[src/rtl/qrv_pkg.sv]
// qrv_pkg: widths and data types shared by the quaternion rotation pipeline.
// No dependencies; every rtl file but qrv_checker refers to it by scoped names.
package qrv_pkg;

	localparam int DATA_W    = 16;                 // field width, two's complement
	localparam int FRAC_BITS = 14;                 // quaternion fraction bits
	localparam int PROD1_W   = 2 * DATA_W;         // q * v product
	localparam int P_W       = PROD1_W + 1;        // sum of three q * v products
	localparam int PROD2_W   = P_W + DATA_W;       // p * q product
	localparam int ACC_W     = PROD2_W + 1;        // sum of four p * q products
	localparam int SHIFT     = 2 * FRAC_BITS;      // scale of the final sum
	localparam int RES_W     = ACC_W - SHIFT;      // rounded value before clamping

	localparam logic signed [ACC_W-1:0] ROUND_HALF = ACC_W'(1) << (SHIFT - 1);
	localparam logic signed [DATA_W-1:0] SAT_MAX = {1'b0, {(DATA_W-1){1'b1}}};
	localparam logic signed [DATA_W-1:0] SAT_MIN = {1'b1, {(DATA_W-1){1'b0}}};

	typedef struct packed {
		logic signed [DATA_W-1:0] x;
		logic signed [DATA_W-1:0] y;
		logic signed [DATA_W-1:0] z;
		logic signed [DATA_W-1:0] w;
	} quat_t;

	typedef struct packed {
		logic signed [DATA_W-1:0] x;
		logic signed [DATA_W-1:0] y;
		logic signed [DATA_W-1:0] z;
	} vec_t;

	// P = Q * V, exact
	typedef struct packed {
		logic signed [P_W-1:0] x;
		logic signed [P_W-1:0] y;
		logic signed [P_W-1:0] z;
		logic signed [P_W-1:0] w;
	} pquat_t;

	// R = P * conj(Q), rounded and scaled back, not yet clamped
	typedef struct packed {
		logic signed [RES_W-1:0] x;
		logic signed [RES_W-1:0] y;
		logic signed [RES_W-1:0] z;
	} rvec_t;

endpackage

[src/rtl/qrv_sat.sv]
// qrv_sat: stage 5, clamps each component to DATA_W bits and flags any clamp.
// This stage is the output register of the block. Uses qrv_pkg.
module qrv_sat (
	input  logic                 clk,
	input  logic                 arst_n,
	input  logic                 in_valid,
	output logic                 in_ready,
	input  qrv_pkg::rvec_t       r_in,
	output logic                 out_valid,
	input  logic                 out_ready,
	output qrv_pkg::vec_t        v_out,
	output logic                 clip_out
);

	localparam int HI = qrv_pkg::RES_W - 1;
	localparam int LO = qrv_pkg::DATA_W - 1;

	logic                 valid_s5;
	logic                 ready_s5;
	qrv_pkg::vec_t        v_s5;
	logic                 clip_s5;
	logic                 ovf_x, ovf_y, ovf_z;
	qrv_pkg::vec_t        v_sat;

	assign ready_s5 = !valid_s5 || out_ready;
	assign in_ready = ready_s5;

	// overflow when the bits above the result are not all copies of its sign
	always_comb begin
		ovf_x = !((&r_in.x[HI:LO]) || !(|r_in.x[HI:LO]));
		ovf_y = !((&r_in.y[HI:LO]) || !(|r_in.y[HI:LO]));
		ovf_z = !((&r_in.z[HI:LO]) || !(|r_in.z[HI:LO]));
		v_sat.x = ovf_x ? (r_in.x[HI] ? qrv_pkg::SAT_MIN : qrv_pkg::SAT_MAX) : r_in.x[LO:0];
		v_sat.y = ovf_y ? (r_in.y[HI] ? qrv_pkg::SAT_MIN : qrv_pkg::SAT_MAX) : r_in.y[LO:0];
		v_sat.z = ovf_z ? (r_in.z[HI] ? qrv_pkg::SAT_MIN : qrv_pkg::SAT_MAX) : r_in.z[LO:0];
	end

	always_ff @(posedge clk or negedge arst_n) begin
		if (!arst_n) begin
			valid_s5 <= 1'b0;
		end else if (ready_s5) begin
			valid_s5 <= in_valid;
		end
	end

	always_ff @(posedge clk) begin
		if (ready_s5 && in_valid) begin
			v_s5    <= v_sat;
			clip_s5 <= ovf_x || ovf_y || ovf_z;
		end
	end

	assign out_valid = valid_s5;
	assign v_out     = v_s5;
	assign clip_out  = clip_s5;

endmodule

[config.mk]
export PLATFORM = sky130hd
export DESIGN_NAME = qrv_sat
export DESIGN_NICKNAME = d
export VERILOG_FILES = /design/src/rtl/qrv_pkg.sv /design/src/rtl/qrv_sat.sv
export SDC_FILE = /design/constraint.sdc
export NUM_CORES = 1
export LEC_CHECK = 0
export BUFFER_PORTS_ARGS = -buffer_cell sky130_fd_sc_hd__buf_4
export CORE_MARGIN = 2
export CORE_UTILIZATION = 39
export DETAILED_ROUTE_END_ITERATION = 7
export HOLD_SLACK_MARGIN = 0.03
export PLACE_DENSITY_LB_ADDON = 0.2
export SYNTH_ARGS = -nofsm -noshare
export SYNTH_HDL_FRONTEND = slang
export SYNTH_SLANG_ARGS = --single-unit
[constraint.sdc]
create_clock -name clk -period 1.9 [get_ports clk]
set_input_delay 0 -clock clk [delete_from_list [all_inputs] [get_ports clk]]
set_output_delay 0 -clock clk [all_outputs]
set_load 0.05 [all_outputs]
==> results of run 1 <==
[logic make-up after synthesis]
group                  share of synthesized area (%)
and+or+nand+nor                                 7.71
AOI/OAI and AO/OA                               17.6
DFF                                             70.9
buffers and inverters                           3.80
[flip-flops by register name (all words and copies together), names as in the netlist]
signal	flops
out_valid	1
v_out	48
clip_out	1
[final timing paths]
| path | slack (ns) | to | startpoint | depth (start not counted) |
|---|---|---|---|---|
| max in group asynchronous | 1.26 | out_valid$_DFFE_PN0N_ | arst_n | 3 |
| hold / removal | 0.33 | clip_out$_DFFE_PP_ | r_in[19] | 4 |
| setup reg to reg | 0.50 | v_out[10]$_DFFE_PP_ | out_valid$_DFFE_PN0N_ | 3 |
| setup / recovery | 0.46 | clip_out$_DFFE_PP_ | r_in[21] | 5 |
| min in group asynchronous | 0.53 | out_valid$_DFFE_PN0N_ | arst_n | 3 |
| hold reg to reg | 0.90 | v_out[41]$_DFFE_PP_ | out_valid$_DFFE_PN0N_ | 2 |
[cell usage in the layout (no fill, tap or decap)]
cell type	n
sky130_fd_sc_hd__buf_4	123
sky130_fd_sc_hd__dlygate4sd3_1	52
sky130_fd_sc_hd__edfxtp_1	49
sky130_fd_sc_hd__a21o_1	40
sky130_fd_sc_hd__a21o_2	5
sky130_fd_sc_hd__clkbuf_8	5
sky130_fd_sc_hd__nand3_1	4
sky130_fd_sc_hd__nand4_1	3
sky130_fd_sc_hd__nor3_1	3
sky130_fd_sc_hd__nor4_2	3
sky130_fd_sc_hd__nand2_1	3
sky130_fd_sc_hd__o21ai_2	3
sky130_fd_sc_hd__nor2b_4	3
sky130_fd_sc_hd__clkbuf_1	3
sky130_fd_sc_hd__nand2b_2	1
sky130_fd_sc_hd__and2_4	1
sky130_fd_sc_hd__nand2b_1	1
sky130_fd_sc_hd__dfrtp_1	1
[final cells by class]
| class | instances | share of cell area (%) |
|---|---|---|
| multi-input combinational | 70 | 14.8 |
| clock buffer | 8 | 2.20 |
| timing repair buffer | 175 | 39.6 |
| sequential | 50 | 41.0 |
| tap | 70 | 2.40 |
[critical path, cell delays in order]
cell and delay [ns]:
sky130_fd_sc_hd__dlygate4sd3_1 0.54, sky130_fd_sc_hd__buf_4 0.14, sky130_fd_sc_hd__nand4_1 0.11, sky130_fd_sc_hd__o21ai_2 0.53
sky130_fd_sc_hd__nand3_1 0.13
[stage by stage]
stage / hold slack [ns] / setup slack [ns] / area, um^2 / cells / utilization, %
floorplan: -0.296 / 0.130 / 2110 / 129 / -
detailed placement: -0.223 / 0.497 / 3050 / 313 / 58.9
finish: 0.331 / 0.462 / 3650 / 373 / 70.5
CTS: 0.321 / 0.477 / 3650 / 373 / 70.5
global route: 0.391 / 0.324 / 3650 / 373 / 70.5
global placement: -0.223 / 0.522 / 3050 / 313 / 58.9
[power by group through the flow]
stage                     combinational, W  sequential, W  clock [W]
final                             0.000629        0.00130   0.000580
after global routing              0.000662        0.00131   0.000628
after CTS                         0.000628        0.00130   0.000592
after detailed placement          0.000541        0.00133          0
after global placement            0.000536        0.00133          0
after floorplan                   0.000103        0.00154          0
[timing repair]
item	in CTS	in global routing
hold endpoints to repair	50	0
hold buffers	52	0
buffers inserted	0	0
[per-layer routing]
layer / wire (um) / up-vias / GRT usage (%)
met2: 3040 / 67 / 36.1
li1: - / 840 / -
met4: 121 / 0 / 7.50
met1: 2050 / 808 / 20.1
met3: 222 / 8 / 3.60
met5: 0 / - / 0
==> impl_results.rst, run 1 <==
.. list-table::
   :header-rows: 1

   * - Metric
     - Value
   * - Result of the run
     - complete, no violations
   * - Average size of a mapped cell
     - 16.4 um^2
   * - Share of the clock period used by the worst path
     - 75.7%
   * - Via density per instance
     - 4.62
   * - Leakage power summed over all cells
     - 1.71 nW
   * - Register cell area after layout
     - 0.00150 mm^2
   * - Number of filler instances in the final layout
     - 369
   * - Clock tree from TritonCTS
     - done
   * - Most numerous cell in the Yosys netlist
     - sky130_fd_sc_hd__edfxtp_1
   * - Count of cells resized by post-cts repair
     - 0
   * - Port Buffers
     - 120
   * - Antenna violations before repair
     - 0
   * - CP Class
     - primary input to flip-flop
   * - Number of library cell types mapped by synthesis
     - 16
   * - Number of enable-type register cells in the synthesized netlist
     - 49
   * - Area inside the core boundary
     - 0.00517 mm^2
   * - DIE WIDTH
     - 77.5 um
   * - Nets@finish
     - 372
   * - Via count of the routed design
     - 1723
   * - Die footprint
     - 0.00601 mm^2
   * - Ys flop type
     - sky130_fd_sc_hd__edfxtp_1
   * - Wire length of the first global-routing pass
     - 8690 um
   * - Area of combinational cells with multiple inputs
     - 538 um^2
   * - Setup violators final
     - 0
   * - Mapped Nets
     - 199
   * - Worst Setup End Kind
     - flip-flop
   * - Synth warnings
     - 0
   * - Count of maximum capacitance violations
     - 0
   * - Arr. time, crit path
     - 1.45 ns
   * - Largest buffer count on any clock path
     - 2
   * - Slew Limit Fails
     - 0
   * - Maximum number of pins on one net before global-route repair
     - 25
   * - Drt drc
     - 0
   * - Final wirelength
     - 5430 um
   * - GRT Total Usage
     - 18.8%
   * - Number of diodes added for antenna fixing
     - 0
   * - Slew HR
     - 55.7%
   * - Upper clock frequency limit
     - 696 MHz
   * - Drt pass-1 iters
     - 4
   * - Drt wl/cell
     - 14.6 um
   * - Power density normalized to cell area
     - 689 mW/mm^2
   * - Sequential group share of total power
     - 51.8%
   * - Number of endpoints with negative hold slack in the final report
     - 0
   * - Clock power share
     - 23.1%
   * - Most area-hungry cell type in the Yosys netlist
     - sky130_fd_sc_hd__edfxtp_1
   * - Clock tree root driver cell
     - sky130_fd_sc_hd__clkbuf_8
   * - Starting utilization of the core area
     - 40.8%
   * - Placer Congestion
     - 0.784
   * - Clock insertion delay at the later pin of the skew report
     - 0.29 ns
   * - Critical path startpoint category
     - primary input
   * - Number of sinks handled by clock tree synthesis
     - 50
   * - Worst vdd ir
     - 0.303 mV
   * - Internal power
     - 0.00183 W
   * - Proportion of power drawn by combinational gates
     - 25.1%
   * - Maximum level of the CTS H-tree
     - 2
   * - Area overhead of the layout relative to synthesis
     - 72.8%
   * - Number of instances in the synthesized netlist
     - 129
   * - Tightest Pin Transition
     - 0.665 ns
   * - Reported net switching power
     - 0.000684 W
   * - Largest clock skew in the final design
     - 0.00515 ns
   * - Clock period minus final worst setup slack
     - 1.44 ns
   * - Share of the synthesized area in the top cell type
     - 69.8%
   * - Vias in the first global route
     - 1838
   * - Required time at the worst-slack endpoint
     - 1.92 ns
   * - Synth area leaders
     - sky130_fd_sc_hd__edfxtp_1 70%, sky130_fd_sc_hd__a21o_1 14%, sky130_fd_sc_hd__buf_6 3.2%
   * - Clock buffers created by TritonCTS
     - 5
   * - Unrepaired setup endpoints after global routing
     - no
   * - Layout cell share with drive strength beyond 1
     - 47.5%
   * - Top fanout value on the critical path
     - 16
   * - Synthesis-stage register bit count
     - 50
   * - IO Count
     - 121
   * - Sw frac
     - 27.2%
   * - Post-Synthesis Cell Area
     - 0.00211 mm^2
   * - HPWL reported at the end of detailed placement
     - 3520 um
   * - Synth top cells by count
     - 49 x sky130_fd_sc_hd__edfxtp_1, 40 x sky130_fd_sc_hd__a21o_1, 6 x sky130_fd_sc_hd__buf_6, 5 x sky130_fd_sc_hd__a21o_2, 4 x sky130_fd_sc_hd__nand3_1
   * - Clock transition at path regs
     - 0.08 ns
   * - Floorplan die height
     - 77.5 um
   * - Share of synthesized area occupied by flip-flops and latches
     - 70.9%
   * - Std cell rows
     - 26
   * - 1st-iter DRT viols
     - 65
   * - Total power after layout
     - 0.00251 W
   * - Total global routing overflow
     - 0
   * - Total negative setup slack
     - 0 ns
   * - Share of flip-flops with an asynchronous set or reset after synthesis
     - 2.00%
   * - Hold crit path type
     - primary input to flip-flop
   * - Antenna-violating nets left
     - 0
(Power assumes the default switching activity.)
==> run 2: changes to the inputs <==
CORE_UTILIZATION = 43   (was 39)
clock period = 1.5 ns   (was 1.9 ns; I/O delays follow)
==> run 2 against run 1 <==
Compared with the run above:
- register-to-register slack got worse by 0.22 ns
- sequential power rose by 27%
- final cell count fell by 1.3%
- clock skew fell by 0.0019 ns
- total power rose by 34%
- core utilization rose by 7.9 points
- first-iteration DRC count rose by 20%
- sequential share of layout area fell by 0.60 points
- via count rose by 2.5%
- critical path type unchanged
- largest power group unchanged
- highest routed layer unchanged
==> impl_results.rst, run 2 (synthesized netlist as in run 1, its figures left out) <==
.. list-table::
   :header-rows: 1

   * - Metric
     - Value
   * - Slew HR
     - 56.2%
   * - Hold crit path type
     - primary input to flip-flop
   * - Cell-by-cell trace of the critical path
     - dlygate4sd3_1 -> buf_4 -> nand3_1 -> o21ai_2 -> nand3_1
   * - Drt wl/cell
     - 15.3 um
   * - Unrepaired setup endpoints after global routing
     - no
   * - Port Buffers
     - 120
   * - Area overhead of the layout relative to synthesis
     - 75.6%
   * - Cell repeated most along the worst path
     - sky130_fd_sc_hd__nand3_1
   * - Power density normalized to cell area
     - 910 mW/mm^2
   * - Total power after layout
     - 0.00337 W
   * - Drt drc
     - 0
   * - Upper clock frequency limit
     - 697 MHz
   * - Largest buffer count on any clock path
     - 2
   * - Worst vdd ir
     - 0.688 mV
   * - Clock power share
     - 27.0%
   * - Result of the run
     - complete, no violations
   * - Clock tree root driver cell
     - sky130_fd_sc_hd__clkbuf_8
   * - Highest metal layer used by the detailed router
     - met4
   * - Area inside the core boundary
     - 0.00472 mm^2
   * - Drt pass-1 iters
     - 4
   * - Layout cell share with drive strength beyond 1
     - 48.2%
   * - Die footprint
     - 0.00548 mm^2
   * - Commonest non-fill, non-tap cell in the layout
     - sky130_fd_sc_hd__buf_4
   * - Nets@finish
     - 371
   * - Clock transition at path regs
     - 0.08 ns
   * - Worst path buffer plus inverter count
     - 2
   * - Number of filler instances in the final layout
     - 285
   * - Crit-path leading delay family
     - buffers and inverters
   * - Maximum number of pins on one net before global-route repair
     - 34
   * - Total global routing overflow
     - 0
   * - Cell type of the slowest stage on the worst timing path
     - sky130_fd_sc_hd__o21ai_2
   * - Number of endpoints with negative hold slack in the final report
     - 0
   * - Tightest Pin Transition
     - 0.657 ns
   * - Wire length on met2
     - 3040 um
   * - Antenna-violating nets left
     - 0
   * - Starting utilization of the core area
     - 44.7%
   * - Share of the clock period used by the worst path
     - 95.7%
   * - Internal power
     - 0.00247 W
   * - Proportion of power drawn by combinational gates
     - 24.1%
   * - Wire length of the first global-routing pass
     - 8290 um
   * - Via count of the routed design
     - 1766
   * - Reported net switching power
     - 0.000898 W
   * - GRT Total Usage
     - 20.3%
   * - DIE WIDTH
     - 74.0 um
   * - IO Count
     - 121
   * - Critical path startpoint category
     - primary input
   * - Sw frac
     - 26.6%
   * - CP peak stage delay
     - 0.56 ns
   * - Top fanout value on the critical path
     - 16
   * - Antenna violations before repair
     - 0
   * - Maximum level of the CTS H-tree
     - 2
   * - Length of routed met3 wiring
     - 425 um
   * - Floorplan die height
     - 74.0 um
   * - Clock tree from TritonCTS
     - done
   * - Clock period minus final worst setup slack
     - 1.43 ns
   * - HPWL reported at the end of detailed placement
     - 3420 um
   * - Arr. time, crit path
     - 1.46 ns
   * - 1st-iter DRT viols
     - 78
   * - Clock buffers created by TritonCTS
     - 5
   * - CP Class
     - primary input to flip-flop
   * - Worst Setup End Kind
     - flip-flop
   * - Final wirelength
     - 5640 um
   * - Number of sinks handled by clock tree synthesis
     - 50
   * - Number of flip-flops in the largest register
     - 48
   * - Required time at the worst-slack endpoint
     - 1.53 ns
   * - Number of diodes added for antenna fixing
     - 0
   * - Setup violators final
     - 0
   * - Slew Limit Fails
     - 0
   * - Met1 WL
     - 2080 um
   * - Count of maximum capacitance violations
     - 0
   * - Clock insertion delay at the later pin of the skew report
     - 0.29 ns
   * - Post-CTS Repair Setup Buffers
     - 0
   * - Sequential group share of total power
     - 48.9%
   * - Via density per instance
     - 4.80
   * - Placer Congestion
     - 0.712
   * - Final-layout worst hold slack
     - 0.280 ns
   * - Leakage power summed over all cells
     - 1.73 nW
   * - Leading cell types in the layout, fill and taps excluded
     - 120 x sky130_fd_sc_hd__buf_4, 52 x sky130_fd_sc_hd__dlygate4sd3_1, 49 x sky130_fd_sc_hd__edfxtp_1
   * - Std cell rows
     - 25
   * - Vias in the first global route
     - 1843
   * - Largest clock skew in the final design
     - 0.00320 ns
-- run 2: cell count changes in the layout (fill, tap and decap cells not counted), sizes merged --
cell,delta
clkinv,+1
bufinv,+1
clkbuf,-3
buf,-1
-- run 2: repair_timing --
action | CTS | global route
hold buffers | 52 | 0
endpoints found under the setup margin | 0 | 1
resized for setup | 0 | 2
endpoints found under the hold margin | 50 | 0
-- run 2: per-layer routing --
| layer | GRT usage, % | vias up |
|---|---|---|
| met3 | 6.78 | 9 |
| li1 | - | 840 |
| met2 | 36.6 | 78 |
| met1 | 23.0 | 839 |
| met4 | 5.66 | 0 |
| met5 | 0 | - |
-- run 2: area by class of cell --
type / instances / area (um^2) / area share [%]
clock inverters: 2 / 33.8 / 0.912
well taps: 67 / 83.8 / 2.26
repair buffers: 174 / 1460 / 39.5
clock buffers: 5 / 68.8 / 1.86
flip-flops and latches: 50 / 1500 / 40.4
multi-input cells: 70 / 558 / 15.1
-- run 2: power by group through the flow --
stage               sequential [W]  combinational (W)  clock, W
floorplan                  0.00195           0.000131         0
global placement           0.00168           0.000687         0
detailed placement         0.00168           0.000694         0
CTS                        0.00165           0.000805  0.000914
global route               0.00166           0.000852  0.000974
finish                     0.00165           0.000812  0.000910
-- run 2: path summary, 6_finish.rpt --
| check | endpoint | depth (start not counted) | start | slack, ns |
|---|---|---|---|---|
| max in group asynchronous | out_valid$_DFFE_PN0N_ | 3 | arst_n | 0.86 |
| min in group asynchronous | out_valid$_DFFE_PN0N_ | 3 | arst_n | 0.53 |
| min reg2reg | v_out[15]$_DFFE_PP_ | 3 | out_valid$_DFFE_PN0N_ | 0.92 |
| max reg2reg | out_valid$_DFFE_PN0N_ | 3 | out_valid$_DFFE_PN0N_ | 0.28 |
| min | clip_out$_DFFE_PP_ | 4 | r_in[19] | 0.28 |
| max | clip_out$_DFFE_PP_ | 5 | r_in[65] | 0.07 |
-- run 2: worst reg2reg max path: stages, from the launching register on --
cell                            delay (ns)
sky130_fd_sc_hd__dfrtp_2              0.43
sky130_fd_sc_hd__nand2b_4             0.08
sky130_fd_sc_hd__nand2b_1             0.05
sky130_fd_sc_hd__dlygate4sd3_1        0.55
-- run 2: metrics by stage --
| stage | TNS [ns] | instances | utilization, % | setup WS, ns | instance area [um^2] |
|---|---|---|---|---|---|
| after floorplan | -3.78 | 129 | - | -0.0771 | 2120 |
| after global placement | 0 | 309 | 64.9 | 0.314 | 3070 |
| after detailed placement | 0 | 309 | 64.9 | 0.257 | 3070 |
| after CTS | 0 | 368 | 78.1 | 0.0738 | 3690 |
| after global routing | 0 | 368 | 78.4 | 0.00554 | 3700 |
| final | 0 | 368 | 78.4 | 0.0652 | 3700 |
